==> src/hw/rtl/ufhg_pkg.sv <==
`default_nettype none
package ufhg_pkg;

  // Output framing
  localparam int unsigned HalfwordCount = 23;
  localparam int unsigned IndexWidth    = 5;
  localparam logic [IndexWidth-1:0] LastIndex = IndexWidth'(HalfwordCount - 1);

  // Field widths
  localparam int unsigned LenWidth  = 11;
  localparam int unsigned MacWidth  = 48;
  localparam int unsigned IpWidth   = 32;
  localparam int unsigned PortWidth = 16;
  localparam int unsigned SeqWidth  = 32;
  localparam int unsigned HwWidth   = 16;
  localparam int unsigned SumWidth  = 19;

  // Fixed header words
  localparam logic [HwWidth-1:0] EthTypeIpv4 = 16'h0800;
  localparam logic [HwWidth-1:0] IpVerIhlTos = 16'h4500;
  localparam logic [HwWidth-1:0] IpTtlProto  = 16'h4011;
  localparam logic [HwWidth-1:0] EthHdrBytes = 16'd14;
  localparam logic [HwWidth-1:0] IpHdrBytes  = 16'd20;

  // Configuration port
  localparam int unsigned CfgIndexWidth = 3;
  localparam int unsigned CfgDataWidth  = MacWidth;

  typedef enum logic [CfgIndexWidth-1:0] {
    CFG_DEST_MAC    = 3'd0,
    CFG_SOURCE_MAC  = 3'd1,
    CFG_SOURCE_IP   = 3'd2,
    CFG_DEST_IP     = 3'd3,
    CFG_SOURCE_PORT = 3'd4,
    CFG_DEST_PORT   = 3'd5
  } cfg_index_t;

  typedef struct packed {
    logic [MacWidth-1:0]  dest_mac;
    logic [MacWidth-1:0]  source_mac;
    logic [IpWidth-1:0]   source_ip;
    logic [IpWidth-1:0]   dest_ip;
    logic [PortWidth-1:0] source_port;
    logic [PortWidth-1:0] dest_port;
  } cfg_t;

  // Per-frame values held while its halfwords stream out
  typedef struct packed {
    logic [HwWidth-1:0]  ip_len;
    logic [HwWidth-1:0]  udp_len;
    logic [SumWidth-1:0] csum_sum;
    logic [SeqWidth-1:0] seq;
  } item_t;

endpackage
`default_nettype wire

==> src/hw/rtl/ufhg_if.sv <==
`default_nettype none
interface ufhg_req_if;
  import ufhg_pkg::*;

  logic                valid;
  logic                ready;
  logic [LenWidth-1:0] frame_length;

  modport source (output valid, output frame_length, input ready);
  modport sink (input valid, input frame_length, output ready);
endinterface

interface ufhg_hw_if;
  import ufhg_pkg::*;

  logic                  valid;
  logic                  ready;
  logic [HwWidth-1:0]    frame_halfword;
  logic [IndexWidth-1:0] halfword_index;
  logic                  last;

  modport source (output valid, output frame_halfword, output halfword_index,
                  output last, input ready);
  modport sink (input valid, input frame_halfword, input halfword_index,
                input last, output ready);
endinterface
`default_nettype wire

==> src/hw/rtl/ufhg_field_mux.sv <==
`default_nettype none
module ufhg_field_mux (
  input  ufhg_pkg::cfg_t                   cfg,
  input  ufhg_pkg::item_t                  item,
  input  logic [ufhg_pkg::IndexWidth-1:0]  idx,
  output logic [ufhg_pkg::HwWidth-1:0]     halfword
);
  import ufhg_pkg::*;

  logic [HwWidth:0]   fold1;
  logic [HwWidth:0]   fold2;
  logic [HwWidth-1:0] csum;

  // Fold the header sum twice, then invert
  always_comb begin
    fold1 = (HwWidth+1)'(item.csum_sum[HwWidth-1:0])
          + (HwWidth+1)'(item.csum_sum[SumWidth-1:HwWidth]);
    fold2 = (HwWidth+1)'(fold1[HwWidth-1:0]) + (HwWidth+1)'(fold1[HwWidth]);
    csum  = ~fold2[HwWidth-1:0];
  end

  // Select the halfword for this position
  always_comb begin
    case (idx)
      5'd0:    halfword = cfg.dest_mac[47:32];
      5'd1:    halfword = cfg.dest_mac[31:16];
      5'd2:    halfword = cfg.dest_mac[15:0];
      5'd3:    halfword = cfg.source_mac[47:32];
      5'd4:    halfword = cfg.source_mac[31:16];
      5'd5:    halfword = cfg.source_mac[15:0];
      5'd6:    halfword = EthTypeIpv4;
      5'd7:    halfword = IpVerIhlTos;
      5'd8:    halfword = item.ip_len;
      5'd11:   halfword = IpTtlProto;
      5'd12:   halfword = csum;
      5'd13:   halfword = cfg.source_ip[31:16];
      5'd14:   halfword = cfg.source_ip[15:0];
      5'd15:   halfword = cfg.dest_ip[31:16];
      5'd16:   halfword = cfg.dest_ip[15:0];
      5'd17:   halfword = cfg.source_port;
      5'd18:   halfword = cfg.dest_port;
      5'd19:   halfword = item.udp_len;
      5'd21:   halfword = item.seq[31:16];
      5'd22:   halfword = item.seq[15:0];
      default: halfword = '0;
    endcase
  end

endmodule
`default_nettype wire

==> src/hw/rtl/udp_frame_header_generator_unit.sv <==
`default_nettype none
// Ethernet/IPv4/UDP header generator. Each request on req carries a frame
// length; the block answers with 23 big-endian halfwords on rsp (Ethernet
// header, IPv4 header with its checksum, UDP header with checksum zero, then
// a 32-bit sequence number that counts requests from zero and wraps), with
// halfword_index 0..22 and last set on the final one. One halfword leaves per
// cycle unless rsp.ready stalls it; a one-entry request buffer takes the next
// request while the current header streams, so back-to-back requests give a
// gapless halfword stream. A request reaches rsp via the request buffer, the
// active-frame and output registers. Configuration registers (addresses,
// ports) reset to zero; the user must write them via cfg_we/cfg_index/cfg_wdata
// only while no request is in flight; the block itself does not enforce this.
module udp_frame_header_generator_unit (
  input  logic                                clk,
  input  logic                                rst,
  input  logic                                cfg_we,
  input  logic [ufhg_pkg::CfgIndexWidth-1:0]  cfg_index,
  input  logic [ufhg_pkg::CfgDataWidth-1:0]   cfg_wdata,
  ufhg_req_if.sink                            req,
  ufhg_hw_if.source                           rsp
);
  import ufhg_pkg::*;

  cfg_t                  cfg;
  logic [SeqWidth-1:0]   seq;

  logic                  buf_valid;
  logic [LenWidth-1:0]   buf_len;
  logic [SeqWidth-1:0]   buf_seq;

  logic                  act_valid;
  item_t                 act;
  item_t                 act_next;
  logic [IndexWidth-1:0] idx;

  logic                  out_valid;
  logic [HwWidth-1:0]    out_hw;
  logic [IndexWidth-1:0] out_idx;
  logic                  out_last;

  logic                  req_xfer;
  logic                  emit_fire;
  logic                  act_done;
  logic                  load;
  logic [HwWidth-1:0]    halfword;

  assign req.ready = !buf_valid;
  assign req_xfer  = req.valid && req.ready;
  assign emit_fire = act_valid && (!out_valid || rsp.ready);
  assign act_done  = emit_fire && (idx == LastIndex);
  assign load      = buf_valid && (!act_valid || act_done);

  // Write configuration registers
  always_ff @(posedge clk) begin
    if (rst) begin
      cfg <= '0;
    end else if (cfg_we) begin
      unique case (cfg_index)
        CFG_DEST_MAC:    cfg.dest_mac    <= cfg_wdata[MacWidth-1:0];
        CFG_SOURCE_MAC:  cfg.source_mac  <= cfg_wdata[MacWidth-1:0];
        CFG_SOURCE_IP:   cfg.source_ip   <= cfg_wdata[IpWidth-1:0];
        CFG_DEST_IP:     cfg.dest_ip     <= cfg_wdata[IpWidth-1:0];
        CFG_SOURCE_PORT: cfg.source_port <= cfg_wdata[PortWidth-1:0];
        CFG_DEST_PORT:   cfg.dest_port   <= cfg_wdata[PortWidth-1:0];
        default: ;
      endcase
    end
  end

  // Hold the accepted request and its sequence number
  always_ff @(posedge clk) begin
    if (rst) begin
      buf_valid <= 1'b0;
      seq       <= '0;
    end else begin
      if (req_xfer) begin
        buf_valid <= 1'b1;
        seq       <= seq + SeqWidth'(1);
      end else if (load) begin
        buf_valid <= 1'b0;
      end
    end
  end

  always_ff @(posedge clk) begin
    if (req_xfer) begin
      buf_len <= req.frame_length;
      buf_seq <= seq;
    end
  end

  // Derive lengths and the raw header sum for the next frame
  always_comb begin
    act_next.ip_len   = HwWidth'(buf_len) - EthHdrBytes;
    act_next.udp_len  = act_next.ip_len - IpHdrBytes;
    act_next.seq      = buf_seq;
    act_next.csum_sum = SumWidth'(IpVerIhlTos) + SumWidth'(IpTtlProto)
                      + SumWidth'(act_next.ip_len)
                      + SumWidth'(cfg.source_ip[31:16]) + SumWidth'(cfg.source_ip[15:0])
                      + SumWidth'(cfg.dest_ip[31:16]) + SumWidth'(cfg.dest_ip[15:0]);
  end

  // Advance through the halfwords of the active frame
  always_ff @(posedge clk) begin
    if (rst) begin
      act_valid <= 1'b0;
      idx       <= '0;
    end else if (load) begin
      act_valid <= 1'b1;
      idx       <= '0;
    end else if (act_done) begin
      act_valid <= 1'b0;
    end else if (emit_fire) begin
      idx       <= idx + IndexWidth'(1);
    end
  end

  always_ff @(posedge clk) begin
    if (load) begin
      act <= act_next;
    end
  end

  ufhg_field_mux u_field_mux (
    .cfg      (cfg),
    .item     (act),
    .idx      (idx),
    .halfword (halfword)
  );

  // Output register; drop valid once the transfer completes
  always_ff @(posedge clk) begin
    if (rst) begin
      out_valid <= 1'b0;
    end else if (emit_fire) begin
      out_valid <= 1'b1;
    end else if (rsp.ready) begin
      out_valid <= 1'b0;
    end
  end

  always_ff @(posedge clk) begin
    if (emit_fire) begin
      out_hw   <= halfword;
      out_idx  <= idx;
      out_last <= (idx == LastIndex);
    end
  end

  assign rsp.valid          = out_valid;
  assign rsp.frame_halfword = out_hw;
  assign rsp.halfword_index = out_idx;
  assign rsp.last           = out_last;

  // Checks
  a_idx_range: assert property (@(posedge clk) disable iff (rst)
    act_valid |-> (idx <= LastIndex))
    else $error("halfword index past end of header");

  a_done_last: assert property (@(posedge clk) disable iff (rst)
    act_done |=> (rsp.valid && rsp.last && (rsp.halfword_index == LastIndex)))
    else $error("final halfword not presented with last");

  a_load_start: assert property (@(posedge clk) disable iff (rst)
    load |=> (act_valid && (idx == '0) && !buf_valid))
    else $error("frame load did not restart at halfword zero");

  a_seq_step: assert property (@(posedge clk) disable iff (rst)
    req_xfer |=> (seq == $past(seq) + SeqWidth'(1)) && (buf_seq == $past(seq)))
    else $error("sequence number not advanced on request transfer");

endmodule
`default_nettype wire

==> src/flat_wrapper.sv <==
// flat-port wrapper written by rule: the top's interface ports become plain ports
module udp_frame_header_generator_unit_flat import ufhg_pkg::*;
  (clk, rst, cfg_we, cfg_index, cfg_wdata, req_valid, req_frame_length, req_ready, rsp_valid, rsp_frame_halfword, rsp_halfword_index, rsp_last, rsp_ready);
  ufhg_req_if req_i ();
  ufhg_hw_if rsp_i ();
  input  logic clk;
  input  logic rst;
  input  logic cfg_we;
  input  logic [ufhg_pkg::CfgIndexWidth-1:0] cfg_index;
  input  logic [ufhg_pkg::CfgDataWidth-1:0] cfg_wdata;
  input wire logic [$bits(req_i.valid)-1:0] req_valid;
  input wire logic [$bits(req_i.frame_length)-1:0] req_frame_length;
  output wire logic [$bits(req_i.ready)-1:0] req_ready;
  output wire logic [$bits(rsp_i.valid)-1:0] rsp_valid;
  output wire logic [$bits(rsp_i.frame_halfword)-1:0] rsp_frame_halfword;
  output wire logic [$bits(rsp_i.halfword_index)-1:0] rsp_halfword_index;
  output wire logic [$bits(rsp_i.last)-1:0] rsp_last;
  input wire logic [$bits(rsp_i.ready)-1:0] rsp_ready;
  assign req_i.valid = req_valid;
  assign req_i.frame_length = req_frame_length;
  assign req_ready = req_i.ready;
  assign rsp_valid = rsp_i.valid;
  assign rsp_frame_halfword = rsp_i.frame_halfword;
  assign rsp_halfword_index = rsp_i.halfword_index;
  assign rsp_last = rsp_i.last;
  assign rsp_i.ready = rsp_ready;
  udp_frame_header_generator_unit u_core (.clk(clk), .rst(rst), .cfg_we(cfg_we), .cfg_index(cfg_index), .cfg_wdata(cfg_wdata), .req(req_i), .rsp(rsp_i));
endmodule
==> config.mk <==
export PLATFORM = sky130hd
export DESIGN_NAME = udp_frame_header_generator_unit_flat
export DESIGN_NICKNAME = d
export VERILOG_FILES = /design/src/hw/rtl/ufhg_pkg.sv /design/src/hw/rtl/ufhg_if.sv /design/src/hw/rtl/ufhg_field_mux.sv /design/src/hw/rtl/udp_frame_header_generator_unit.sv /design/src/flat_wrapper.sv
export SDC_FILE = /design/constraint.sdc
export NUM_CORES = 1
export LEC_CHECK = 0
export ABC_CLOCK_PERIOD_IN_PS = 13000
export BUFFER_PORTS_ARGS = -buffer_cell sky130_fd_sc_hd__buf_2
export CAP_MARGIN = 20
export CELL_PAD_IN_SITES_DETAIL_PLACEMENT = 0
export CELL_PAD_IN_SITES_GLOBAL_PLACEMENT = 1
export CORE_MARGIN = 5
export CORE_UTILIZATION = 52
export DETAILED_ROUTE_END_ITERATION = 12
export PLACE_DENSITY_LB_ADDON = 0.1
export SLEW_MARGIN = 20
export SYNTH_ARGS = -nofsm -noshare
export SYNTH_HDL_FRONTEND = slang
export SYNTH_SLANG_ARGS = --single-unit
==> constraint.sdc <==
create_clock -name clk -period 13 [get_ports clk]
set_input_delay 0.65 -clock clk [delete_from_list [all_inputs] [get_ports clk]]
set_output_delay 0.65 -clock clk [all_outputs]
set_load 0.02 [all_outputs]
==> impl_metrics.py, run 1 <==
metrics = {
    "global_routing": {
        "antenna_found_initial": 1,
        "grt_pass1_vias": 13900,
        "grt-ovfl-total": 0,
        "grt_max_degree": 142,
        "grt_usage": 0.317,
        "grt_pass1_wl_um": 90400,
    },
    "yosys": {
        "async_flop_share": 0,
        "ys_seq_elements": 374,
        "ys.flop_type": "dfxtp_1",
        "synth_area_um2": 17800,
        "yosys.area.top_type": "dfxtp_1",
        "synth_fp_nets": 2034,
        "avgSynthCellArea_um2": 9.44,
        "synth_cells": 1881,
        "yosys_warnings": 0,
        "synth_area_leaders": "dfxtp_1, edfxtp_1, nand2_1, a21oi_1, fa_1",
        "synthDistinctLibCells": 65,
        "yosysSeqAreaShare": 0.502,
        "synth_top_area_frac": 0.262,
        "synth_enable_flop_cells": 142,
    },
    "power": {
        "ir_worst_vdd_uv": 115,
        "leakage_uw": 0.00719,
        "power_density_nw_per_um2": 137,
    },
    "clocking": {
        "root_buffer": "clkbuf_16",
        "tritoncts": "yes",
        "path_clk_slew_ns": 0.06,
        "post_cts_resized": 0,
        "clock_path_buffers": 3,
        "numClockSinks": 374,
        "htreeDepth": 2,
        "cts_hold_buf": 0,
        "insertion_delay_ns": 0.55,
        "numCtsBuffers": 40,
        "post-cts-setup-buffers": 0,
    },
    "routing": {
        "remaining_drc_errors": 0,
        "vias_per_cell": 6.01,
        "drt_iter0_drc": 1699,
        "drtAntennaViolNets": 0,
        "wirelength_um": 61300,
        "post_drt_wl_per_cell_um": 25.4,
        "num_vias": 14500,
        "dr.pass1.iters": 7,
    },
    "die": {
        "dieWidth_um": 195,
        "start_util": 0.528,
        "die_h_um": 195,
        "rows": 67,
        "core_area_um2": 33600,
        "die_area_um2": 37900,
        "io_pins": 91,
    },
    "placed_design": {
        "post-dp-hpwl_um": 43800,
        "io_buffers": 90,
        "dpl_worst_slack_ns": 6.94,
        "gp_congestion": 0.995,
    },
    "setup_path": {
        "cp-end-kind": "register",
        "worstPathCellList": "ha_1 -> a2111oi_0 -> xnor2_1 -> nor3_1 -> xnor2_1 -> fa_1 -> fa_1 -> inv_1 -> fa_1 -> inv_1 -> ha_1 -> a21o_1 -> o21ai_0 -> or4b_2 -> a21oi_1 -> xnor2_1",
        "critical_path.max_stage_delay_ns": 0.76,
        "worst-path-stages": 16,
        "crit_required_ns": 13.28,
        "worstPathMaxFanout": 7,
        "critPathArrivalTime_ns": 6.38,
        "cp-start-kind": "register",
        "cp_slowest_cell": "a2111oi_0",
        "critPathBufInv": 2,
        "crit_family": "adder cells",
        "ff2ff_path_depth": 16,
        "path_class": "register to register",
    },
    "timing": {
        "setup_tns_ns": 0,
        "fmax_ghz": 0.164,
        "slew_viol_final": 0,
        "slew_headroom": 0.225,
        "skew_ns": 0.0251,
        "fin_crit_sh": 0.469,
        "hold_viol": 0,
        "tightest_slew_ns": 1.16,
        "setup_ws_ns": 6.90,
        "min_period_ns": 6.10,
        "setup_viol": 0,
        "rsz0062_at_grt": "no",
    },
    "finish": {
        "n_antenna_cell": 0,
        "nets": 2087,
        "fill_cells": 2984,
        "layout-drive-gt1-share": 0.0987,
        "final_core_util": 0.591,
        "syn_to_final_growth_pct": 11.9,
    },
    "flow_run": {
        "maxCapViolations": 0,
    },
    "outcome": {
        "status": "finished, final reports clean",
    },
    "worst_hold_path": {
        "whs_path_depth": 1,
        "hold_path.class": "primary input to register",
    },
}
## path summary, 6_finish.rpt
path / from / to / slack, ns
worst max register to register: u_core.buf_len[1] / u_core.act[45] / 6.90
worst min-delay path: req_frame_length[3] / u_core.buf_len[3] / 0.28
worst max-delay path: u_core.buf_len[1] / u_core.act[45] / 6.90
worst min register to register: u_core.buf_seq[24] / u_core.act[24] / 0.42
## worst register-to-register path, stage by stage, from the launching register on
cell	delay [ns]
edfxtp_1	0.43
ha_1	0.26
a2111oi_0	0.76
xnor2_1	0.40
nor3_1	0.40
xnor2_1	0.25
fa_1	0.50
fa_1	0.51
inv_1	0.05
fa_1	0.49
inv_1	0.04
ha_1	0.35
a21o_1	0.21
o21ai_0	0.31
or4b_2	0.62
a21oi_1	0.17
xnor2_1	0.08
## state kept, by name, summed over array words and instances (netlist names)
| signal | count |
|---|---|
| u_core.act | 77 |
| u_core.act_valid | 1 |
| u_core.buf_len | 11 |
| u_core.buf_seq | 32 |
| u_core.buf_valid | 1 |
| u_core.cfg | 192 |
| u_core.idx | 5 |
| u_core.rsp.frame_halfword | 16 |
| u_core.rsp.halfword_index | 5 |
| u_core.rsp.last | 1 |
| u_core.rsp.valid | 1 |
| u_core.seq | 32 |
## cells by family (layout without fill, tap and decap cells)
group,Yosys count,count (layout),share of synthesized area
and+or+nand+nor,701,701,0.171
AOI/OAI and AO/OA,415,415,0.145
DFF,374,374,0.502
buffers and inverters,186,271,0.0395
xor gates and xnor gates,95,95,0.0473
adders and majority gates,86,86,0.0813
muxes,24,24,0.0144
## layout make-up
cell class,instances,area [um^2],area share
multi-input combinational,1321,8210,0.413
sequential,374,8910,0.448
timing repair buffer,109,612,0.0308
inverter,88,330,0.0166
clock buffer,61,1170,0.0590
tap,448,561,0.0282
clock inverter,13,76.3,0.00384
## placed cells by master, fill, tap and decap left out, drive strengths merged, types with 20 or more instances in the layout
| cell | Yosys | routed |
|---|---|---|
| buf | 9 | 109 |
| fa | 49 | 49 |
| nor2 | 89 | 89 |
| and3 | 20 | 20 |
| a21oi | 222 | 222 |
| xnor2 | 53 | 53 |
| nand2 | 451 | 451 |
| xor2 | 42 | 42 |
| nand2b | 21 | 21 |
| ha | 37 | 37 |
| mux2i | 20 | 20 |
| nand3 | 25 | 25 |
| a22oi | 30 | 30 |
| o21ai | 42 | 42 |
| inv | 88 | 89 |
| edfxtp | 142 | 142 |
| clkbuf | 89 | 61 |
| dfxtp | 232 | 232 |
| a221oi | 26 | 26 |
| nand4 | 20 | 20 |
## metrics by stage
stage	cells	cell area (um^2)	hold WS, ns	power [uW]
floorplan	1881	17800	0.400	1520
global placement	2339	18600	0.401	1640
detailed placement	2340	18600	0.405	1650
CTS	2414	19900	0.259	2740
global route	2414	19900	0.260	2830
finish	2414	19900	0.280	2730
## metal layers
| metal | wire length (um) | share of wire | vias to the layer above | global-route usage |
|---|---|---|---|---|
| li1 | - | - | 6632 | - |
| met1 | 25200 | 0.41 | 6959 | 0.434 |
| met2 | 26700 | 0.44 | 760 | 0.486 |
| met3 | 6180 | 0.10 | 158 | 0.0744 |
| met4 | 3190 | 0.052 | 0 | 0.136 |
| met5 | 0 | 0 | - | 0 |
## power by group
part	switching, uW	internal [uW]	total [uW]
combinational	210	102	312
sequential	43.7	1280	1320
clock	473	624	1100
total	727	2000	2730
## cells in the mapped netlist, types with 4 or more instances
master	instances
and3_1	20
nor4_1	11
nand2_1	451
o211ai_1	7
o21ai_0	41
mux2i_1	20
o22ai_1	4
a31oi_1	4
nand2b_1	21
and4_1	5
nor2_1	89
a22oi_1	30
nor3_1	17
xor2_1	41
dfxtp_1	232
buf_1	7
a222oi_1	11
fa_1	49
or3_1	6
a22o_1	10
a32oi_1	7
a211oi_1	5
edfxtp_1	142
o21a_1	5
a21oi_1	222
ha_1	37
xnor2_1	53
o21bai_1	4
nand3_1	25
clkbuf_1	89
a221o_1	4
nand4_1	20
and2_1	4
nor2b_1	17
inv_1	88
a21o_1	10
a221oi_1	26
No activity file was read; power rests on OpenSTA's default activity.
==> inputs of run 2 (changes only) <==
--- a/config.mk
+++ b/config.mk
@@ -5,13 +5,13 @@
 export SDC_FILE = /design/constraint.sdc
 export NUM_CORES = 1
 export LEC_CHECK = 0
-export ABC_CLOCK_PERIOD_IN_PS = 13000
+export ABC_CLOCK_PERIOD_IN_PS = 5940
 export BUFFER_PORTS_ARGS = -buffer_cell sky130_fd_sc_hd__buf_2
 export CAP_MARGIN = 20
 export CELL_PAD_IN_SITES_DETAIL_PLACEMENT = 0
 export CELL_PAD_IN_SITES_GLOBAL_PLACEMENT = 1
 export CORE_MARGIN = 5
-export CORE_UTILIZATION = 52
+export CORE_UTILIZATION = 48
 export DETAILED_ROUTE_END_ITERATION = 12
 export PLACE_DENSITY_LB_ADDON = 0.1
 export SLEW_MARGIN = 20
==> constraint.sdc (replaced) <==
create_clock -name clk -period 5.94 [get_ports clk]
set_input_delay 0.297 -clock clk [delete_from_list [all_inputs] [get_ports clk]]
set_output_delay 0.297 -clock clk [all_outputs]
set_load 0.02 [all_outputs]
==> run 2 against run 1 <==
Compared with the run above: non-clock buffer count up 38; sequential cell count stayed put; via count grew 1.8%; combinational power rose by 130%; clock power is 140% higher.
==> impl_metrics.py, run 2 (synthesized netlist as in run 1, its figures left out) <==
metrics = {
    "outcome": {
        "status": "finished, final reports clean",
    },
    "finish": {
        "fill_cells": 3266,
        "reg.largest.list": "u_core.cfg (192), u_core.act (77)",
        "final_cell_mix": "nand2_1, dfxtp_1, a21oi_1, edfxtp_1, buf_2",
        "nets": 2126,
        "fin_cells": 2475,
        "mostFrequentLayoutCell": "nand2_1",
        "layout-drive-gt1-share": 0.108,
        "syn_to_final_growth_pct": 15.0,
        "largest_register_ff_count": 192,
        "regMostFlops": "u_core.cfg",
    },
    "setup_path": {
        "cp-end-kind": "register",
        "path_class": "register to register",
        "worstPathMaxFanout": 5,
        "cp-start-kind": "register",
        "startpoint": "u_core.buf_len[1]",
        "crit_required_ns": 6.26,
        "rr_startpoint": "u_core.buf_len[1]",
        "critPathArrivalTime_ns": 5.78,
    },
    "die": {
        "rows": 70,
        "start_util": 0.486,
        "die_h_um": 202,
        "dieWidth_um": 202,
        "core_area_um2": 36500,
        "io_pins": 91,
        "die_area_um2": 40900,
    },
    "clocking": {
        "numCtsBuffers": 41,
        "root_buffer": "clkbuf_16",
        "path_clk_slew_ns": 0.06,
        "tritoncts": "yes",
        "insertion_delay_ns": 0.57,
        "htreeDepth": 2,
        "numClockSinks": 374,
        "clock_path_buffers": 3,
    },
    "routing": {
        "vias_per_cell": 5.97,
        "drtAntennaViolNets": 0,
        "post_drt_wl_per_cell_um": 25.2,
        "drt_iter0_drc": 1762,
        "remaining_drc_errors": 0,
        "dr.pass1.iters": 6,
        "num_vias": 14800,
        "wirelength_um": 62400,
    },
    "power": {
        "power_density_nw_per_um2": 303,
        "ir_worst_vdd_uv": 251,
        "power.share.switching": 0.267,
        "p_sw_uw": 1650,
        "seq_power_share": 0.466,
        "power_frac_comb": 0.114,
        "intPower_uw": 4530,
        "leakage_uw": 0.00742,
        "p_clk_frac": 0.420,
    },
    "global_routing": {
        "antenna_found_initial": 1,
        "grt_pass1_wl_um": 92400,
        "grt_pass1_vias": 14000,
        "grt_usage": 0.301,
        "grt_max_degree": 82,
        "grt-ovfl-total": 0,
    },
    "worst_hold_path": {
        "hold_path.class": "primary input to register",
        "hold_path.startpoint": "cfg_wdata[35]",
    },
    "placed_design": {
        "gp_congestion": 0.957,
        "io_buffers": 90,
        "post-dp-hpwl_um": 44700,
        "dp.cells": 2367,
    },
    "timing": {
        "fmax_ghz": 0.183,
        "min_period_ns": 5.47,
        "skew_ns": 0.0146,
        "hold_viol": 0,
        "setup_tns_ns": 0,
        "rsz0062_at_grt": "no",
        "fin_crit_sh": 0.920,
        "tightest_slew_ns": 1.11,
        "slew_viol_final": 0,
        "setup_viol": 0,
        "slew_headroom": 0.255,
    },
    "flow_run": {
        "maxCapViolations": 0,
    },
}
## run 2: cell count changes in the layout (fill, tap and decap cells not counted), moves of 4 or more
cell	before	now
dlygate4sd3_1	0	31
buf_4	18	25
clkbuf_1	14	6
clkinvlp_4	1	6
inv_6	0	4
clkbuf_8	5	9
## run 2: final timing paths
kind                                         to  slack (ns)  depth (start not counted)
worst max-delay path             u_core.act[45]        0.47                         19
worst min-delay path            u_core.cfg[179]        0.01                          3
worst max register to register   u_core.act[45]        0.47                         19
worst min register to register   u_core.act[10]        0.42                          0
## run 2: power groups by stage
stage	clock network [uW]	registers, uW	logic, uW
2_1_floorplan	0	2900	430
3_3_place_gp	0	2940	672
3_5_place_dp	0	2940	678
4_1_cts	2630	2880	698
5_1_grt	2740	2890	768
6_report	2600	2880	703
## run 2: timing repair
item | in CTS | in global routing
endpoints found under the hold margin | 54 | 0
setup buffers | 0 | 0
setup endpoints to repair | 0 | 5
resized for setup | 0 | 5
hold buffers | 31 | 0
## run 2: final cells by class
cell class              instances  area, um^2  share of cell area
clock inverters                18         164             0.00803
well taps                     468         586              0.0287
clock buffers                  58        1220              0.0599
repair buffers                147         975              0.0477
multi-input cells            1321        8230               0.403
diodes                          1        2.50            0.000123
flip-flops and latches        374        8910               0.436
inverters                      88         330              0.0162
## run 2: per-stage QoR
stage	instance area (um^2)	hold slack, ns	util	setup slack (ns)	power, uW
after floorplan	17800	0.396	-	0.0233	3330
after global placement	18700	0.401	0.512	0.433	3610
after detailed placement	18700	0.405	0.512	0.289	3620
after CTS	20400	0.00599	0.559	0.286	6210
after global routing	20400	0.0122	0.559	0.0684	6400
final	20400	0.0145	0.559	0.475	6180
## run 2: routing by layer
metal / track usage / up-vias / wire length (um)
met2: 0.483 / 718 / 29000
met1: 0.409 / 7219 / 25400
met5: 0 / - / 0
li1: - / 6699 / -
met3: 0.0525 / 137 / 5390
met4: 0.117 / 0 / 2650
## run 2: worst max-delay path, cell delays in order (launching register included)
cell	delay [ns]
edfxtp_1	0.44
ha_1	0.28
xor2_1	0.31
ha_1	0.21
nand2_1	0.08
nand2b_1	0.08
nand2_1	0.09
nor3_1	0.27
xnor2_1	0.22
fa_1	0.50
fa_1	0.52
inv_1	0.05
fa_1	0.49
inv_1	0.04
ha_1	0.36
a21o_1	0.21
o21ai_1	0.22
or4b_2	0.60
a21oi_1	0.17
xnor2_1	0.08
==> inputs of run 3 (changes only) <==
--- a/config.mk
+++ b/config.mk
@@ -5,13 +5,13 @@
 export SDC_FILE = /design/constraint.sdc
 export NUM_CORES = 1
 export LEC_CHECK = 0
-export ABC_CLOCK_PERIOD_IN_PS = 5940
+export ABC_CLOCK_PERIOD_IN_PS = 6600
 export BUFFER_PORTS_ARGS = -buffer_cell sky130_fd_sc_hd__buf_2
 export CAP_MARGIN = 20
-export CELL_PAD_IN_SITES_DETAIL_PLACEMENT = 0
-export CELL_PAD_IN_SITES_GLOBAL_PLACEMENT = 1
+export CELL_PAD_IN_SITES_DETAIL_PLACEMENT = 2
+export CELL_PAD_IN_SITES_GLOBAL_PLACEMENT = 2
 export CORE_MARGIN = 5
-export CORE_UTILIZATION = 48
+export CORE_UTILIZATION = 42
 export DETAILED_ROUTE_END_ITERATION = 12
 export PLACE_DENSITY_LB_ADDON = 0.1
 export SLEW_MARGIN = 20
==> constraint.sdc (replaced) <==
create_clock -name clk -period 6.6 [get_ports clk]
set_input_delay 0.33 -clock clk [delete_from_list [all_inputs] [get_ports clk]]
set_output_delay 0.33 -clock clk [all_outputs]
set_load 0.02 [all_outputs]
==> run 3 against run 2 <==
Compared with the run above: via count is 4.4% higher; sequential share of layout area increased by 0.23 points; fmax is 9.4% lower; sequential cell count unchanged; setup slack better by 0.091 ns; power fell by 8.7%; global-route usage increased by 2.3 points; sequential power down 9.4%; register-to-register slack gained 0.09 ns; clock power shrank 8.5%; combinational power decreased by 5.5%; core utilization fell by 7.4 points.
==> impl_metrics.py, run 3 (synthesized netlist as in run 1, its figures left out) <==
metrics = {
    "routing": {
        "drt_iter0_drc": 1419,
        "drtAntennaViolNets": 0,
        "routed.top_layer": "met4",
        "num_vias": 15400,
        "post_drt_wl_per_cell_um": 30.1,
        "wl_met3_um": 4910,
        "met2_length_um": 36000,
        "vias_per_cell": 6.09,
        "met1_length_um": 30700,
        "remaining_drc_errors": 0,
        "dr.pass1.iters": 6,
        "wirelength_um": 76200,
    },
    "power": {
        "leakage_uw": 0.00734,
        "power_uw": 5650,
        "power_density_nw_per_um2": 278,
        "ir_worst_vdd_uv": 224,
    },
    "finish": {
        "layout-drive-gt1-share": 0.106,
        "multi_input_area_um2": 8200,
        "postLayoutCellArea_um2": 20300,
        "regMostFlops": "u_core.cfg",
        "fill_cells": 4463,
        "final-seq-area_um2": 8910,
        "nets": 2114,
        "largest_register_ff_count": 192,
        "syn_to_final_growth_pct": 14.4,
        "n_antenna_cell": 0,
        "mostFrequentLayoutCell": "nand2_1",
        "final_cell_mix": "nand2_1, dfxtp_1, a21oi_1, edfxtp_1, buf_2",
        "reg.largest.list": "u_core.cfg (192), u_core.act (77)",
    },
    "timing": {
        "hold_viol": 0,
        "fin_crit_sh": 0.914,
        "fmax_ghz": 0.166,
        "setup_viol": 0,
        "rsz0062_at_grt": "no",
        "setup_tns_ns": 0,
        "tightest_slew_ns": 1.25,
        "slew_viol_final": 0,
        "skew_ns": 0.0160,
        "min_period_ns": 6.03,
        "slew_headroom": 0.165,
    },
    "global_routing": {
        "grt_pass1_vias": 16800,
        "antenna_found_initial": 0,
        "grt_pass1_wl_um": 113000,
        "grt_usage": 0.323,
        "grt_max_degree": 87,
        "grt-ovfl-total": 0,
    },
    "placed_design": {
        "postPlaceCellArea_um2": 18800,
        "gp_congestion": 0.915,
        "io_buffers": 90,
        "post-dp-hpwl_um": 54600,
    },
    "flow_run": {
        "maxCapViolations": 0,
    },
    "setup_path": {
        "r2r_slack_ns": 0.57,
        "cp_common_cell": "fa_1",
        "startpoint": "u_core.buf_len[1]",
        "worstPathCellList": "ha_1 -> a2111oi_0 -> buf_4 -> xnor2_1 -> inv_1 -> a21boi_0 -> o21ai_0 -> xnor2_1 -> fa_1 -> fa_1 -> fa_1 -> ha_1 -> and4_1 -> a221o_1 -> a31o_2 -> nor4_1 -> o21bai_1 -> xor2_1",
        "cp-end-kind": "register",
        "worstPathMaxFanout": 7,
        "cp_slowest_cell": "fa_1",
        "critical_path.max_stage_delay_ns": 0.55,
        "critPathArrivalTime_ns": 6.35,
        "cp-start-kind": "register",
        "r2r_end": "u_core.act[48]",
        "path_class": "register to register",
        "crit_required_ns": 6.92,
        "crit_path_end": "u_core.act[48]",
        "ff2ff_path_depth": 18,
        "rr_startpoint": "u_core.buf_len[1]",
    },
    "die": {
        "rows": 75,
        "start_util": 0.424,
        "die_h_um": 216,
        "io_pins": 91,
        "dieWidth_um": 216,
        "die_area_um2": 46500,
        "core_area_um2": 41900,
    },
    "clocking": {
        "htreeDepth": 2,
        "clock_path_buffers": 3,
        "root_buffer": "clkbuf_16",
        "path_clk_slew_ns": 0.06,
        "tritoncts": "yes",
        "numCtsBuffers": 43,
        "numClockSinks": 374,
        "insertion_delay_ns": 0.58,
    },
    "worst_hold_path": {
        "hold_path.class": "primary input to register",
    },
    "outcome": {
        "status": "finished, final reports clean",
    },
}
==> run 3: worst min path at each step <==
| stage | startpoint | endpoint | slack (ns) | cells past startpoint |
|---|---|---|---|---|
| finish | cfg_wdata[34] | u_core.cfg[130] | 0.01 | 3 |
| global route | cfg_wdata[46] | u_core.cfg[142] | 0.02 | 3 |
| CTS | cfg_wdata[46] | u_core.cfg[190] | 0.004 | 3 |
| detailed placement | u_core.buf_seq[7] | u_core.act[7] | 0.41 | 0 |
| global placement | u_core.buf_seq[19] | u_core.act[19] | 0.40 | 0 |
| floorplan | u_core.buf_seq[0] | u_core.act[0] | 0.40 | 0 |
==> run 3: area by class of cell <==
| class | instances | share of cell area |
|---|---|---|
| Tap cell | 539 | 0.0332 |
| Inverter | 88 | 0.0163 |
| Clock buffer | 58 | 0.0588 |
| Sequential cell | 374 | 0.439 |
| Timing Repair Buffer | 133 | 0.0400 |
| Multi-Input combinational cell | 1321 | 0.404 |
| Clock inverter | 20 | 0.00906 |
==> run 3: worst max-delay path: cells and delay by family (launching register included) <==
kind | cells | cell delay, ns
xor+xnor | 3 | 0.69
buf+inv | 2 | 0.33
compound gates | 6 | 1.60
fa+ha+maj | 5 | 2.14
simple gates | 2 | 0.55
flops | 1 | 0.45
==> run 3: per-stage QoR <==
stage	util	hold slack, ns	instances	setup slack, ns
floorplan	-	0.400	1881	0.683
global placement	0.449	0.405	2442	0.955
detailed placement	0.449	0.408	2442	0.720
CTS	0.485	0.00439	2533	0.570
global route	0.485	0.0152	2533	0.174
finish	0.485	0.0121	2533	0.565
==> run 3: per-layer routing <==
layer,vias to the layer above,track usage
met1,7968,0.404
met2,575,0.543
met3,213,0.0575
li1,6671,-
met4,0,0.158
met5,-,0
==> run 3: repair_timing <==
action	CTS	global route
setup buffers	0	0
hold endpoints to repair	13	0
hold buffers	13	0
endpoints found under the setup margin	0	0
resized for setup	0	0
==> run 3: power breakdown <==
part / switching [uW] / internal [uW]
registers: 94.9 / 2510
clock network: 1020 / 1360
logic: 450 / 214
total: 1570 / 4080
